### src/hdl/leveled_backoff_retry_timer_top_defines.svh
// Assertion helpers for the leveled backoff retry timer.
// Both expect clk and rst_n in scope and stay quiet while reset is held.
`ifndef LEVELED_BACKOFF_RETRY_TIMER_TOP_DEFINES_SVH
`define LEVELED_BACKOFF_RETRY_TIMER_TOP_DEFINES_SVH

// Consequent checked in the same cycle as the antecedent.
`define LBRT_ASSERT_SAME(label, ante, cons, msg) \
  label: assert property (@(posedge clk) disable iff (!rst_n) (ante) |-> (cons)) \
    else $error(msg);

// Consequent checked in the cycle after the antecedent.
`define LBRT_ASSERT_NEXT(label, ante, cons, msg) \
  label: assert property (@(posedge clk) disable iff (!rst_n) (ante) |=> (cons)) \
    else $error(msg);

`endif

### src/hdl/lbrt_pkg.sv
package lbrt_pkg;

  localparam int unsigned CNT_W      = 16;
  localparam int unsigned SEC_W      = 16;
  localparam int unsigned TIME_W     = 63;
  // 65535 seconds expressed in nanoseconds fits in 46 bits
  localparam int unsigned NS_W       = 46;
  localparam int unsigned PROD_W     = 2 * SEC_W;
  localparam int unsigned CFG_IDX_W  = 2;
  localparam int unsigned CFG_DATA_W = 16;

  localparam logic [NS_W-1:0]  NS_PER_SEC = NS_W'(1_000_000_000);
  localparam logic [CNT_W-1:0] COUNT_MAX  = '1;

  localparam logic [CNT_W-1:0] RETRIES_RST  = CNT_W'(5);
  localparam logic [SEC_W-1:0] MIN_WAIT_RST = SEC_W'(1);
  localparam logic [SEC_W-1:0] MAX_WAIT_RST = SEC_W'(60);

  // cycles the derived products need after a register write
  localparam logic [1:0] SETTLE_CYCLES = 2'd2;

  typedef enum logic [1:0] {
    REQ_ATTEMPT = 2'd0,
    REQ_SUCCESS = 2'd1,
    REQ_FAIL    = 2'd2,
    REQ_NEXT    = 2'd3
  } req_t;

  typedef enum logic [1:0] {
    LVL_IMMEDIATE   = 2'd0,
    LVL_CONSTANT    = 2'd1,
    LVL_LINEAR      = 2'd2,
    LVL_EXPONENTIAL = 2'd3
  } level_t;

  typedef enum logic [CFG_IDX_W-1:0] {
    CFG_RETRIES  = 2'd0,
    CFG_MIN_WAIT = 2'd1,
    CFG_MAX_WAIT = 2'd2
  } cfg_idx_t;

  typedef struct packed {
    logic [CNT_W-1:0] retries;
    logic [SEC_W-1:0] min_wait;
    logic [SEC_W-1:0] max_wait;
    logic             prod_big;   // min_wait * retries above 16 bits
    logic [SEC_W-1:0] prod_lo;
    logic [NS_W-1:0]  prod_ns;
    logic [NS_W-1:0]  min_ns;
    logic [NS_W-1:0]  max_ns;
    logic             settled;
  } cfg_t;

  typedef struct packed {
    req_t              req;
    logic [TIME_W-1:0] now;
  } item_t;

  typedef struct packed {
    logic [SEC_W-1:0] wait_seconds;
    logic [1:0]       level;
    logic [CNT_W-1:0] retry_count;
  } res_t;

endpackage

### src/hdl/lbrt_in_if.sv
interface lbrt_in_if;
  logic                        valid;
  logic                        ready;
  logic [1:0]                  req_type;
  logic [lbrt_pkg::TIME_W-1:0] now_ns;

  modport source (output valid, output req_type, output now_ns, input ready);
  modport sink   (input valid, input req_type, input now_ns, output ready);
endinterface

### src/hdl/lbrt_out_if.sv
interface lbrt_out_if;
  logic                       valid;
  logic                       ready;
  logic [lbrt_pkg::SEC_W-1:0] wait_seconds;
  logic [1:0]                 level;
  logic [lbrt_pkg::CNT_W-1:0] retry_count;

  modport source (output valid, output wait_seconds, output level, output retry_count,
                  input ready);
  modport sink   (input valid, input wait_seconds, input level, input retry_count,
                  output ready);
endinterface

### src/hdl/lbrt_cfg_if.sv
interface lbrt_cfg_if;
  logic                            valid;
  logic                            ready;
  logic [lbrt_pkg::CFG_IDX_W-1:0]  index;
  logic [lbrt_pkg::CFG_DATA_W-1:0] data;

  modport source (output valid, output index, output data, input ready);
  modport sink   (input valid, input index, input data, output ready);
endinterface

### src/hdl/leveled_backoff_retry_timer_top.sv
// Leveled backoff retry timer.
// in_ch carries one event per transfer: req_type (attempt, success, fail,
// next interval) and the current time now_ns. out_ch returns exactly one
// result per event: the wait in seconds, the backoff level and the retry
// count as they stand after that event. cfg_ch writes the retry limit, the
// minimum wait and the maximum wait by register index; write it only while
// no event is in flight. cfg_ch.ready is always high.
// An event passes through the input register and then the result register
// before its result is presented on out_ch. Throughput: one event per cycle
// while out_ch is not stalled; each event updates the state as it moves
// from the input register into the result register, so the next event sees
// it at once. in_ch.ready is low after reset and after every register write
// while the derived wait products (minimum times retry limit, and the waits
// scaled to nanoseconds) pass through their two multiply registers.
// Reset: level immediate, count zero, wait zero, no attempt recorded, and the
// registers back to retry limit 5, minimum 1 s, maximum 60 s.
// When the receiver stalls, the result register holds its transfer and one
// more event still enters the input register before in_ch.ready drops.
`include "leveled_backoff_retry_timer_top_defines.svh"

module leveled_backoff_retry_timer_top (
  input logic        clk,
  input logic        rst_n,
  lbrt_in_if.sink    in_ch,
  lbrt_out_if.source out_ch,
  lbrt_cfg_if.sink   cfg_ch
);

  lbrt_pkg::cfg_t  cfg;
  lbrt_pkg::item_t s1_item_r;
  lbrt_pkg::res_t  res_nxt;
  lbrt_pkg::res_t  out_res_r;
  logic            s1_valid_r, s1_valid_nxt;
  logic            out_valid_r, out_valid_nxt;
  logic            advance;
  logic            in_ready;
  logic            in_fire;
  logic            s1_fire;

  // configuration registers and their derived products
  lbrt_cfg u_cfg (
    .clk      (clk),
    .rst_n    (rst_n),
    .wr_en    (cfg_ch.valid),
    .wr_index (cfg_ch.index),
    .wr_data  (cfg_ch.data),
    .cfg      (cfg)
  );

  assign cfg_ch.ready = 1'b1;

  // the result register moves on when empty or when its transfer completes
  assign advance  = !out_valid_r || out_ch.ready;
  assign in_ready = cfg.settled && (!s1_valid_r || advance);
  assign in_fire  = in_ch.valid && in_ready;
  assign s1_fire  = s1_valid_r && advance;

  assign in_ch.ready = in_ready;

  always_comb begin
    s1_valid_nxt = s1_valid_r;
    if (in_fire) begin
      s1_valid_nxt = 1'b1;
    end else if (s1_fire) begin
      s1_valid_nxt = 1'b0;
    end
    out_valid_nxt = out_valid_r;
    if (s1_fire) begin
      out_valid_nxt = 1'b1;
    end else if (out_ch.ready) begin
      out_valid_nxt = 1'b0;
    end
  end

  always_ff @(posedge clk) begin
    if (!rst_n) begin
      s1_valid_r  <= 1'b0;
      out_valid_r <= 1'b0;
    end else begin
      s1_valid_r  <= s1_valid_nxt;
      out_valid_r <= out_valid_nxt;
    end
  end

  // input register: capture the event on its transfer
  always_ff @(posedge clk) begin
    if (in_fire) begin
      s1_item_r.req <= lbrt_pkg::req_t'(in_ch.req_type);
      s1_item_r.now <= in_ch.now_ns;
    end
  end

  // state update; commits when the event moves into the result register
  lbrt_step u_step (
    .clk     (clk),
    .rst_n   (rst_n),
    .fire    (s1_fire),
    .item    (s1_item_r),
    .cfg     (cfg),
    .res_nxt (res_nxt)
  );

  // result register: hold until the receiver takes it
  always_ff @(posedge clk) begin
    if (s1_fire) begin
      out_res_r <= res_nxt;
    end
  end

  assign out_ch.valid        = out_valid_r;
  assign out_ch.wait_seconds = out_res_r.wait_seconds;
  assign out_ch.level        = out_res_r.level;
  assign out_ch.retry_count  = out_res_r.retry_count;

  // no event enters while the derived products are still settling
  `LBRT_ASSERT_SAME(a_no_accept_unsettled, !cfg.settled, !in_fire, "event accepted while unsettled")

  // a success always clears the wait and the retry count
  `LBRT_ASSERT_NEXT(a_success_clears, s1_fire && s1_item_r.req == lbrt_pkg::REQ_SUCCESS, out_res_r.wait_seconds == '0 && out_res_r.retry_count == '0, "success left wait or count")

  // a stalled result holds its payload
  `LBRT_ASSERT_NEXT(a_out_holds, out_valid_r && !out_ch.ready, out_valid_r && $stable(out_res_r), "stalled result changed")

  // a stalled event stays in the input register
  `LBRT_ASSERT_NEXT(a_s1_holds, s1_valid_r && !advance, s1_valid_r, "stalled event dropped")

endmodule

### src/hdl/lbrt_cfg.sv
module lbrt_cfg (
  input  logic                            clk,
  input  logic                            rst_n,
  input  logic                            wr_en,
  input  logic [lbrt_pkg::CFG_IDX_W-1:0]  wr_index,
  input  logic [lbrt_pkg::CFG_DATA_W-1:0] wr_data,
  output lbrt_pkg::cfg_t                  cfg
);

  logic [lbrt_pkg::CNT_W-1:0]  retries_r, retries_nxt;
  logic [lbrt_pkg::SEC_W-1:0]  min_r, min_nxt;
  logic [lbrt_pkg::SEC_W-1:0]  max_r, max_nxt;
  logic [1:0]                  settle_r, settle_nxt;
  logic [lbrt_pkg::PROD_W-1:0] prod_r;
  logic [lbrt_pkg::NS_W-1:0]   prod_ns_r;
  logic [lbrt_pkg::NS_W-1:0]   min_ns_r;
  logic [lbrt_pkg::NS_W-1:0]   max_ns_r;

  always_comb begin
    retries_nxt = retries_r;
    min_nxt     = min_r;
    max_nxt     = max_r;
    if (wr_en) begin
      unique case (wr_index)
        lbrt_pkg::CFG_RETRIES:  retries_nxt = wr_data;
        lbrt_pkg::CFG_MIN_WAIT: min_nxt     = wr_data;
        lbrt_pkg::CFG_MAX_WAIT: max_nxt     = wr_data;
        default: ;
      endcase
    end
  end

  // restart the settle count on every write, then count down
  always_comb begin
    if (wr_en) begin
      settle_nxt = lbrt_pkg::SETTLE_CYCLES;
    end else if (settle_r != 2'd0) begin
      settle_nxt = settle_r - 2'd1;
    end else begin
      settle_nxt = settle_r;
    end
  end

  always_ff @(posedge clk) begin
    if (!rst_n) begin
      retries_r <= lbrt_pkg::RETRIES_RST;
      min_r     <= lbrt_pkg::MIN_WAIT_RST;
      max_r     <= lbrt_pkg::MAX_WAIT_RST;
      settle_r  <= lbrt_pkg::SETTLE_CYCLES;
    end else begin
      retries_r <= retries_nxt;
      min_r     <= min_nxt;
      max_r     <= max_nxt;
      settle_r  <= settle_nxt;
    end
  end

  // derived products, two registered multiply steps
  always_ff @(posedge clk) begin
    prod_r    <= {{(lbrt_pkg::PROD_W-lbrt_pkg::CNT_W){1'b0}}, retries_r}
               * {{(lbrt_pkg::PROD_W-lbrt_pkg::SEC_W){1'b0}}, min_r};
    prod_ns_r <= {{(lbrt_pkg::NS_W-lbrt_pkg::SEC_W){1'b0}}, prod_r[lbrt_pkg::SEC_W-1:0]}
               * lbrt_pkg::NS_PER_SEC;
    min_ns_r  <= {{(lbrt_pkg::NS_W-lbrt_pkg::SEC_W){1'b0}}, min_r} * lbrt_pkg::NS_PER_SEC;
    max_ns_r  <= {{(lbrt_pkg::NS_W-lbrt_pkg::SEC_W){1'b0}}, max_r} * lbrt_pkg::NS_PER_SEC;
  end

  always_comb begin
    cfg.retries  = retries_r;
    cfg.min_wait = min_r;
    cfg.max_wait = max_r;
    cfg.prod_big = |prod_r[lbrt_pkg::PROD_W-1:lbrt_pkg::SEC_W];
    cfg.prod_lo  = prod_r[lbrt_pkg::SEC_W-1:0];
    cfg.prod_ns  = prod_ns_r;
    cfg.min_ns   = min_ns_r;
    cfg.max_ns   = max_ns_r;
    cfg.settled  = (settle_r == 2'd0);
  end

endmodule

### src/hdl/lbrt_step.sv
module lbrt_step (
  input  logic            clk,
  input  logic            rst_n,
  input  logic            fire,
  input  lbrt_pkg::item_t item,
  input  lbrt_pkg::cfg_t  cfg,
  output lbrt_pkg::res_t  res_nxt
);

  logic [1:0]                   level_r, level_nxt;
  logic [lbrt_pkg::CNT_W-1:0]   count_r, count_nxt;
  logic [lbrt_pkg::SEC_W-1:0]   wait_r, wait_nxt;
  logic [lbrt_pkg::NS_W-1:0]    wait_ns_r, wait_ns_nxt;
  logic [lbrt_pkg::TIME_W-1:0]  last_r, last_nxt;

  logic                         has_attempt;
  logic                         prod_lt_wait;
  logic [lbrt_pkg::SEC_W-1:0]   sel_sec;
  logic [lbrt_pkg::NS_W-1:0]    sel_ns;
  logic [lbrt_pkg::TIME_W:0]    threshold;
  logic                         late;
  logic                         escalate;
  logic [1:0]                   level_up;
  logic [1:0]                   level_dn;
  logic [lbrt_pkg::SEC_W-1:0]   base_sec;
  logic [lbrt_pkg::NS_W-1:0]    base_ns;
  logic [lbrt_pkg::SEC_W:0]     w_raw;
  logic [lbrt_pkg::NS_W:0]      ns_raw;

  // threshold = last attempt + max(min, min(min * retries, wait)) seconds
  always_comb begin
    has_attempt  = (last_r != '0);
    prod_lt_wait = !cfg.prod_big && (cfg.prod_lo < wait_r);
    sel_sec      = prod_lt_wait ? cfg.prod_lo : wait_r;
    sel_ns       = prod_lt_wait ? cfg.prod_ns : wait_ns_r;
    if (sel_sec < cfg.min_wait) begin
      sel_ns = cfg.min_ns;
    end
    threshold = {1'b0, last_r}
              + {{(lbrt_pkg::TIME_W + 1 - lbrt_pkg::NS_W){1'b0}}, sel_ns};
    late      = {1'b0, item.now} > threshold;
    escalate  = (count_r >= cfg.retries);
    level_up  = (level_r == lbrt_pkg::LVL_EXPONENTIAL) ? level_r : level_r + 2'd1;
    level_dn  = (level_r == lbrt_pkg::LVL_IMMEDIATE) ? level_r : level_r - 2'd1;
  end

  always_comb begin
    level_nxt   = level_r;
    count_nxt   = count_r;
    wait_nxt    = wait_r;
    wait_ns_nxt = wait_ns_r;
    last_nxt    = last_r;
    base_sec    = wait_r;
    base_ns     = wait_ns_r;
    w_raw       = '0;
    ns_raw      = '0;
    unique case (item.req)
      lbrt_pkg::REQ_ATTEMPT: begin
        if (has_attempt && count_r != lbrt_pkg::COUNT_MAX) begin
          count_nxt = count_r + 1'b1;
        end
        last_nxt = item.now;
      end
      lbrt_pkg::REQ_SUCCESS: begin
        wait_nxt    = '0;
        wait_ns_nxt = '0;
        level_nxt   = level_dn;
        count_nxt   = '0;
      end
      lbrt_pkg::REQ_FAIL: begin
        if (escalate) begin
          level_nxt = level_up;
          count_nxt = '0;
        end
      end
      lbrt_pkg::REQ_NEXT: begin
        if (has_attempt) begin
          if (late) begin
            base_sec  = '0;
            base_ns   = '0;
            level_nxt = level_dn;
            count_nxt = '0;
          end else if (escalate) begin
            level_nxt = level_up;
            count_nxt = '0;
          end
          case (level_nxt)
            lbrt_pkg::LVL_CONSTANT: begin
              w_raw  = {1'b0, cfg.min_wait};
              ns_raw = {1'b0, cfg.min_ns};
            end
            lbrt_pkg::LVL_LINEAR: begin
              w_raw  = {1'b0, base_sec} + {1'b0, cfg.min_wait};
              ns_raw = {1'b0, base_ns} + {1'b0, cfg.min_ns};
            end
            lbrt_pkg::LVL_EXPONENTIAL: begin
              w_raw  = {base_sec, 1'b0};
              ns_raw = {base_ns, 1'b0};
            end
            default: begin
              w_raw  = {1'b0, base_sec};
              ns_raw = {1'b0, base_ns};
            end
          endcase
          if (w_raw > {1'b0, cfg.max_wait}) begin
            wait_nxt    = cfg.max_wait;
            wait_ns_nxt = cfg.max_ns;
          end else begin
            wait_nxt    = w_raw[lbrt_pkg::SEC_W-1:0];
            wait_ns_nxt = ns_raw[lbrt_pkg::NS_W-1:0];
          end
        end
      end
    endcase
  end

  always_ff @(posedge clk) begin
    if (!rst_n) begin
      level_r   <= lbrt_pkg::LVL_IMMEDIATE;
      count_r   <= '0;
      wait_r    <= '0;
      wait_ns_r <= '0;
      last_r    <= '0;
    end else if (fire) begin
      level_r   <= level_nxt;
      count_r   <= count_nxt;
      wait_r    <= wait_nxt;
      wait_ns_r <= wait_ns_nxt;
      last_r    <= last_nxt;
    end
  end

  always_comb begin
    res_nxt.wait_seconds = wait_nxt;
    res_nxt.level        = level_nxt;
    res_nxt.retry_count  = count_nxt;
  end

endmodule
### src/flat_wrapper.sv
// flat-port wrapper written by rule: the top's interface ports become plain ports
module leveled_backoff_retry_timer_top_flat 
  (clk, rst_n, in_ch_valid, in_ch_req_type, in_ch_now_ns, in_ch_ready, out_ch_valid, out_ch_wait_seconds, out_ch_level, out_ch_retry_count, out_ch_ready, cfg_ch_valid, cfg_ch_index, cfg_ch_data, cfg_ch_ready);
  lbrt_in_if in_ch_i ();
  lbrt_out_if out_ch_i ();
  lbrt_cfg_if cfg_ch_i ();
  input logic clk;
  input logic rst_n;
  input wire logic [$bits(in_ch_i.valid)-1:0] in_ch_valid;
  input wire logic [$bits(in_ch_i.req_type)-1:0] in_ch_req_type;
  input wire logic [$bits(in_ch_i.now_ns)-1:0] in_ch_now_ns;
  output wire logic [$bits(in_ch_i.ready)-1:0] in_ch_ready;
  output wire logic [$bits(out_ch_i.valid)-1:0] out_ch_valid;
  output wire logic [$bits(out_ch_i.wait_seconds)-1:0] out_ch_wait_seconds;
  output wire logic [$bits(out_ch_i.level)-1:0] out_ch_level;
  output wire logic [$bits(out_ch_i.retry_count)-1:0] out_ch_retry_count;
  input wire logic [$bits(out_ch_i.ready)-1:0] out_ch_ready;
  input wire logic [$bits(cfg_ch_i.valid)-1:0] cfg_ch_valid;
  input wire logic [$bits(cfg_ch_i.index)-1:0] cfg_ch_index;
  input wire logic [$bits(cfg_ch_i.data)-1:0] cfg_ch_data;
  output wire logic [$bits(cfg_ch_i.ready)-1:0] cfg_ch_ready;
  assign in_ch_i.valid = in_ch_valid;
  assign in_ch_i.req_type = in_ch_req_type;
  assign in_ch_i.now_ns = in_ch_now_ns;
  assign in_ch_ready = in_ch_i.ready;
  assign out_ch_valid = out_ch_i.valid;
  assign out_ch_wait_seconds = out_ch_i.wait_seconds;
  assign out_ch_level = out_ch_i.level;
  assign out_ch_retry_count = out_ch_i.retry_count;
  assign out_ch_i.ready = out_ch_ready;
  assign cfg_ch_i.valid = cfg_ch_valid;
  assign cfg_ch_i.index = cfg_ch_index;
  assign cfg_ch_i.data = cfg_ch_data;
  assign cfg_ch_ready = cfg_ch_i.ready;
  leveled_backoff_retry_timer_top u_core (.clk(clk), .rst_n(rst_n), .in_ch(in_ch_i), .out_ch(out_ch_i), .cfg_ch(cfg_ch_i));
endmodule
### config.mk
export PLATFORM = sky130hd
export DESIGN_NAME = leveled_backoff_retry_timer_top_flat
export DESIGN_NICKNAME = d
export VERILOG_FILES = /design/src/hdl/lbrt_pkg.sv /design/src/hdl/lbrt_in_if.sv /design/src/hdl/lbrt_out_if.sv /design/src/hdl/lbrt_cfg_if.sv /design/src/hdl/leveled_backoff_retry_timer_top.sv /design/src/hdl/lbrt_cfg.sv /design/src/hdl/lbrt_step.sv /design/src/flat_wrapper.sv
export VERILOG_INCLUDE_DIRS = /design/src /design/src/hdl
export SDC_FILE = /design/constraint.sdc
export NUM_CORES = 2
export LEC_CHECK = 0
export ABC_CLOCK_PERIOD_IN_PS = 19440
export BUFFER_PORTS_ARGS = -buffer_cell sky130_fd_sc_hd__buf_2
export CAP_MARGIN = 40
export CORE_MARGIN = 2
export CORE_UTILIZATION = 60
export DETAILED_ROUTE_END_ITERATION = 8
export PLACE_DENSITY = 0.77
export SKIP_LAST_GASP = 1
export SLEW_MARGIN = 10
export SYNTH_ARGS = -nofsm -noshare
export SYNTH_HDL_FRONTEND = slang
export SYNTH_HIERARCHICAL = 1
export SYNTH_SLANG_ARGS = --single-unit
### constraint.sdc
create_clock -name clk -period 19.44 [get_ports clk]
set_input_delay 1.944 -clock clk [delete_from_list [all_inputs] [get_ports clk]]
set_output_delay 1.944 -clock clk [all_outputs]
set_load 0.005 [all_outputs]
Yosys cells after proc, flatten, opt, wreduce, memory -nomap -nowiden
Index checks and enable logic that the tools add are counted.
- $add $sub $neg: 7
- multiply operators: 4
- order comparisons: 5
- eq/ne operators: 11
- mux-type cells: 36
- bitwise operators: 1
- reductions and logical operators: 26
- operators with widths (operator ; number):
    46-bit 2-to-1 mux ; 7
    16-bit 2-to-1 mux ; 10
    46-bit one-hot mux with 3 select lines ; 1
    16-bit by 21-bit multiplier with 37-bit output, second input constant ; 3
    46-bit one-hot mux with 2 select lines ; 1
    63-bit by 46-bit adder with 64-bit output ; 1
    63-bit by 64-bit > comparator with 1-bit output ; 1
    16-bit one-hot mux with 4 select lines ; 1
    63-bit nonzero test ; 1
    17-bit one-hot mux with 3 select lines ; 1
    46-bit adder ; 1
    17-bit 2-to-1 mux ; 2
    16-bit less-than comparator ; 2
    16-bit by 16-bit multiplier with 32-bit output ; 1
    16-bit one-hot mux with 2 select lines ; 1
    16-bit by 16-bit adder with 17-bit output ; 1
    17-bit by 16-bit > comparator with 1-bit output ; 1
    16-bit by 1-bit adder with 16-bit output, second input constant ; 1
    16-bit >= comparator ; 1
    16-bit inequality test, second input constant ; 1
    16-bit OR reduction ; 1
    2-bit 2-to-1 mux ; 7
    2-bit == test, second input constant ; 6
    2-bit logical NOT ; 4
    14 further kinds ; 33
- register bits: 437
- word-level logic and storage cells: 110

Logic depth before layout (Yosys ltp)
- depth after elaboration: 19
- mapped depth: 74
- mapped depth without buffers: 67

Hierarchy
The synthesis kept the hierarchy.
- by module, submodules not included (module ; instances ; cells an instance ; area each (um^2)):
    lbrt_cfg ; 1 ; 3481 ; 33238.1
    lbrt_step ; 1 ; 2621 ; 19053.3
    leveled_backoff_retry_timer_top ; 1 ; 111 ; 3076.7

Worst setup path after synthesis
No wires, ideal clock.
- path kind: reg-to-reg
- start: register u_core/u_cfg/prod_r[0] in the netlist's numbering
- end: register u_core.out_res_r (netlist bit u_core/out_ch.wait_seconds[5]), data pin
- setup time: 0.263 ns
- data arrival time: 13.738 ns
- path slack: 5.439 ns
- cell stages (with the launch flop): 72
- cells stage by stage: dfxtp_1 buf_4 nand2b_1 a21o_1 a21o_1 a21o_1 a21o_1 a21o_1 a21o_1 a21oi_1 or4_1 clkbuf_1 nand2_1 buf_1 mux2_2 ha_1 or3_1 a221oi_1 [36 not listed] xnor2_1 nor3_1 a211o_1 inv_1 ha_1 a21oi_1 nor2b_1 o21ai_0 nand2b_1 a21oi_1 o211ai_1 nand2_1 or3b_1 buf_6 and2_1 buf_2 a22oi_1 o21ai_1
- RTL lines (item ; line ; source):
    from (decl) ; lbrt_cfg.sv:14 ; logic [lbrt_pkg::PROD_W-1:0] prod_r;
    from (signal assigned) ; lbrt_cfg.sv:60 ; prod_r <= {{(lbrt_pkg::PROD_W-lbrt_pkg::CNT_W){1'b0}}, retries_r}
    to (signal assigned) ; leveled_backoff_retry_timer_top.sv:106 ; out_res_r <= res_nxt;
    to (decl) ; leveled_backoff_retry_timer_top.sv:32 ; lbrt_pkg::res_t out_res_r;

Worst setup path after layout
- start: register u_core/u_step/wait_r[1] in the netlist's numbering
- end: register u_core/u_step/wait_ns_r[34] in the netlist's numbering
- longest elaborated chain between the ends: 18
- elaborated cells between the ends (all ways): 30
- those cells by class: add/sub (3); order compare (4); eq/ne (3); mux (19); reduce/logical (1)
- RTL lines (item ; line ; source):
    from (decl) ; lbrt_step.sv:12 ; logic [lbrt_pkg::SEC_W-1:0] wait_r, wait_nxt;
    from (signal assigned) ; lbrt_step.sv:127 ; wait_r <= wait_nxt;
    16-bit less-than comparator ; lbrt_step.sv:33 ; prod_lt_wait = !cfg.prod_big && (cfg.prod_lo < wait_r);
    1-bit logical AND ; lbrt_step.sv:33 ;
    16-bit 2-to-1 mux ; lbrt_step.sv:34 ; sel_sec = prod_lt_wait ? cfg.prod_lo : wait_r;
    16-bit less-than comparator ; lbrt_step.sv:36 ; if (sel_sec < cfg.min_wait) begin
    46-bit 2-to-1 mux ; lbrt_step.sv:36 ;
    63-bit by 46-bit adder with 64-bit output ; lbrt_step.sv:40 ; + {{(lbrt_pkg::TIME_W + 1 - lbrt_pkg::NS_W){1'b0}}, sel_ns};
    63-bit by 64-bit > comparator with 1-bit output ; lbrt_step.sv:41 ; late = {1'b0, item.now} > threshold;
    16-bit 2-to-1 mux or 2-bit 2-to-1 mux (tied branches) ; lbrt_step.sv:78 ; if (late) begin
    [2 not listed] ; - ;
    16-bit by 16-bit adder with 17-bit output, or another cell as far along ; lbrt_step.sv:93 ; w_raw = {1'b0, base_sec} + {1'b0, cfg.min_wait};
    17-bit one-hot mux with 3 select lines ; lbrt_step.sv:87 ; case (level_nxt)
    17-bit 2-to-1 mux ; lbrt_step.sv:77 ; if (has_attempt) begin
    17-bit 2-to-1 mux ; lbrt_step.sv:57 ; unique case (item.req)
    17-bit by 16-bit > comparator with 1-bit output ; lbrt_step.sv:105 ; if (w_raw > {1'b0, cfg.max_wait}) begin
    46-bit 2-to-1 mux (*) ; lbrt_step.sv:105 ;
    46-bit 2-to-1 mux (*) ; lbrt_step.sv:77 ;
    46-bit one-hot mux with 2 select lines (*) ; lbrt_step.sv:57 ;
    to (signal assigned) ; lbrt_step.sv:128 ; wait_ns_r <= wait_ns_nxt;
    to (decl) ; lbrt_step.sv:13 ; logic [lbrt_pkg::NS_W-1:0] wait_ns_r, wait_ns_nxt;
Mark *: on every way between the ends. The rest lies on a longest branch, timed or not. The select of a mux whose other input is x is not followed.
A chain may end at the register's enable or synchronous reset.

==> results.sh <==
export IMPL_run_status="finished, final reports clean"
export IMPL_placed_cells=7332
export IMPL_start_util_pct=60.5
export IMPL_switching_share_pct=50.8
export IMPL_cts_tree="yes"
export IMPL_synth_area_mux_share_pct=0.655
export IMPL_seqPwrFrac_pct=16.8
export IMPL_die_h_um=308
export IMPL_dieArea_mm2=0.0947
export IMPL_r2r_cells=68
export IMPL_min_period_ns=17.06
export IMPL_port_buffers=123
export IMPL_crit_slowest_cell="o31ai_4"
export IMPL_grt_pass1_vias=45628
export IMPL_p_int_mw=3.65
export IMPL_synth_fa_ha_area_share_pct=39.0
export IMPL_die_w_um=308
export IMPL_critPathRequiredTime_ns=20.06
export IMPL_synthCells=6213
export IMPL_postCtsSetupBuffers=0
export IMPL_r2r_end="u_core/u_step/wait_ns_r[34]$_SDFFE_PN0P_"
export IMPL_synth_yosys_seq_area_share_pct=17.6
export IMPL_max_freq_mhz=58.6
export IMPL_fin_skew_ns=0.0531
export IMPL_endpoint_kind="flop"
export IMPL_synth_ff_type="dfxtp_1"
export IMPL_core_area_mm2=0.0915
export IMPL_grt_usage_pct=36.1
export IMPL_area_growth_pct=5.90
export IMPL_use_met2_pct=57.0
export IMPL_worstPathArrival_ns=17.68
export IMPL_peakVddDrop_v=0.000262
export IMPL_drt_iter0_drc=4755
export IMPL_cp_common_cell="a21o_1"
export IMPL_hold_start="u_core/u_cfg/prod_r[1]$_DFF_P_"
export IMPL_firstDrtPassIters=8
export IMPL_dp_final_hpwl_um=134000
export IMPL_whs_path_depth=0
export IMPL_hold_path_class="reg2reg"
export IMPL_synth_cell_types=114
export IMPL_use_met3_pct=7.60
export IMPL_grt_max_degree=77
export IMPL_hold_viol_final=0
export IMPL_min_to="u_core/u_cfg/prod_ns_r[10]$_DFF_P_"
export IMPL_clk_latency_ns=0.68
export IMPL_synth_avg_cell_area_um2=8.91
export IMPL_synth_edff_count=99
export IMPL_layout_commonest_cell="inv_1"
export IMPL_path_buf_inv=7
export IMPL_grt_busiest_layer="met2"
export IMPL_drive_gt1_share_pct=6.17
export IMPL_final_cell_mix="1002 x inv_1, 777 x ha_1, 595 x nand2_1"
export IMPL_combinationalPowerShare_pct=69.2
export IMPL_cts_reportedPaths_clkPinSlew_ns=0.07
export IMPL_routed_wl_um=171000
export IMPL_n_antenna_cell=0
export IMPL_postCtsHoldBufs=0
export IMPL_ctsResizeCount=0
export IMPL_crit_cells=68
export IMPL_synth_simple_area_share_pct=12.7
export IMPL_viasPerCell=6.15
export IMPL_num_rows=111
export IMPL_setup_tns_ns=0
export IMPL_final_max_slew_violation_count=0
export IMPL_crit_fanout=63
export IMPL_synth_warnings=6
export IMPL_grt_first_pass_wirelength_um=262000
export IMPL_crit_path_max_incr_delay_ns=0.71
export IMPL_r2r_start="u_core/u_step/wait_r[1]$_SDFFE_PN0P_"
export IMPL_fin_crit_sh_pct=87.7
export IMPL_p_leak_nw=29.0
export IMPL_clk_path_buf_depth=3
export IMPL_htreeDepth=2
export IMPL_grt_ovfl_total=0
export IMPL_numCtsBuffers=51
export IMPL_drc=0
export IMPL_clockPowerShare_pct=14.0
export IMPL_ioPinCount=125
export IMPL_p_switching_mw=3.77
export IMPL_drv_cap=0
export IMPL_routabilityCongestion=1.06
export IMPL_synth_compound_area_share_pct=17.1
export IMPL_antenna_found_initial=4
export IMPL_rsz0062_at_grt="no"
export IMPL_r2r_slack_ns=2.38
export IMPL_setup_viol=0
export IMPL_synth_top_family_by_area="adder cells"
export IMPL_worst_pin_slew_ns=0.932
export IMPL_p_per_area_mw_per_mm2=126
export IMPL_ant_nets=0
export IMPL_wl_per_cell_um=23.0
export IMPL_slew_headroom_pct=37.7
export IMPL_synth_xor_area_share_pct=3.80
export IMPL_vias=45675
export IMPL_nFillCells=7580
export IMPL_final_cells=7427
export IMPL_nNetsFinal=7658
export IMPL_startpoint_type="flop"
export IMPL_met1_usage_pct=46.6
export IMPL_ys_seq_elements=437
export IMPL_clockRootBuffer="clkbuf_16"
export IMPL_path_delay_family="compound AO/OA/AOI/OAI gates"
export IMPL_path_class="reg2reg"
export IMPL_ys_async_sr_fraction_pct=0
export IMPL_clock_sinks=437
export IMPL_synth_area_mm2=0.0554
## per-layer routing
layer  up-vias  routed length [µm]
met5         -                  71
met4         4               10100
met3       445               16000
met2      2178               75800
met1     22171               69000
li1      20877                   -
## logic make-up after synthesis
| family | Yosys count |
|---|---|
| compound gates | 1384 |
| simple gates | 1461 |
| buf+inv | 1284 |
| fa+ha+maj | 1371 |
| xor+xnor | 240 |
| mux | 34 |
| flops | 437 |
| other cells | 2 |
## synthesized netlist by cell type (all sizes together), types with 19 or more instances
cell	n	area share, %
nor2	245	1.7
xnor2	153	2.4
a22oi	76	1.0
ha	777	18
nand4	65	0.73
edfxtp	99	5.4
nor3	37	0.36
nand3	103	0.93
nor4	29	0.34
o211ai	30	0.42
nor2b	32	0.37
a31oi	39	0.44
and2	176	2.0
a221o	19	0.34
xor2	87	1.4
a211oi	82	1.2
o21a	31	0.44
and3	77	0.88
fa	593	21
inv	1003	6.8
a21oi	315	2.9
a21boi	119	1.6
nand2	598	4.1
a21o	178	2.4
dfxtp	338	12
a222oi	25	0.45
clkbuf	196	1.3
a32oi	20	0.33
nand2b	28	0.32
o21bai	31	0.42
buf	83	1.0
o21ai	254	2.3
o31ai	20	0.29
## power by group through the flow
stage | Combinational (mW) | Sequential (mW) | Clock, mW
global route | 5.69 | 1.25 | 1.08
global placement | 4.90 | 1.26 | 0
floorplan | 3.82 | 1.15 | 0
detailed placement | 4.99 | 1.26 | 0
finish | 5.13 | 1.25 | 1.04
CTS | 5.02 | 1.24 | 1.05
## stage by stage
step | hold WS [ns] | area [µm²] | total power, mW | utilization [%] | setup slack, ns
4_1_cts | 0.452 | 58600 | 7.31 | 64.0 | 2.74
6_report | 0.449 | 58600 | 7.41 | 64.1 | 2.38
2_1_floorplan | 0.399 | 55500 | 4.96 | - | 5.44
3_5_place_dp | 0.461 | 56800 | 6.25 | 62.1 | 2.75
5_1_grt | 0.473 | 58600 | 8.02 | 64.1 | 1.08
3_3_place_gp | 0.440 | 56800 | 6.17 | 62.0 | 3.00
## worst max-delay path by stage
stage | from | end | slack, ns
finish | u_core/u_step/wait_r[1]$_SDFFE_PN0P_ | u_core/u_step/wait_ns_r[34]$_SDFFE_PN0P_ | 2.38
global route | u_core/u_step/wait_r[1]$_SDFFE_PN0P_ | u_core/u_step/wait_ns_r[34]$_SDFFE_PN0P_ | 1.08
CTS | u_core/u_step/wait_r[1]$_SDFFE_PN0P_ | u_core/u_step/wait_ns_r[34]$_SDFFE_PN0P_ | 2.74
detailed placement | u_core/u_step/wait_r[1]$_SDFFE_PN0P_ | u_core/u_step/wait_ns_r[34]$_SDFFE_PN0P_ | 2.75
global placement | u_core/u_step/wait_r[1]$_SDFFE_PN0P_ | u_core/u_step/wait_ns_r[34]$_SDFFE_PN0P_ | 3.00
floorplan | u_core/u_cfg/prod_r[0]$_DFF_P_ | u_core/out_ch.wait_seconds[5]$_DFFE_PP_ | 5.44
## registers in the layout, summed over array words and instances (netlist names), 32 cells and up
name and cells:
u_core/s1_item_r 65, u_core/u_step/last_r 63, u_core/u_step/wait_ns_r 46, u_core/u_cfg/max_ns_r 37
u_core/u_cfg/min_ns_r 37, u_core/u_cfg/prod_ns_r 37, u_core/u_cfg/prod_r 32
## final cells by class
class / instances / area, µm² / area share [%]
clock buffers: 62 / 1420 / 2.41
clock inverters: 32 / 362 / 0.617
inverters: 1005 / 3770 / 6.43
multi-input cells: 4518 / 40700 / 69.5
flip-flops and latches: 437 / 9740 / 16.6
well taps: 1186 / 1480 / 2.53
repair buffers: 187 / 1130 / 1.92
Note: power is estimated with default switching activity, not from simulation.
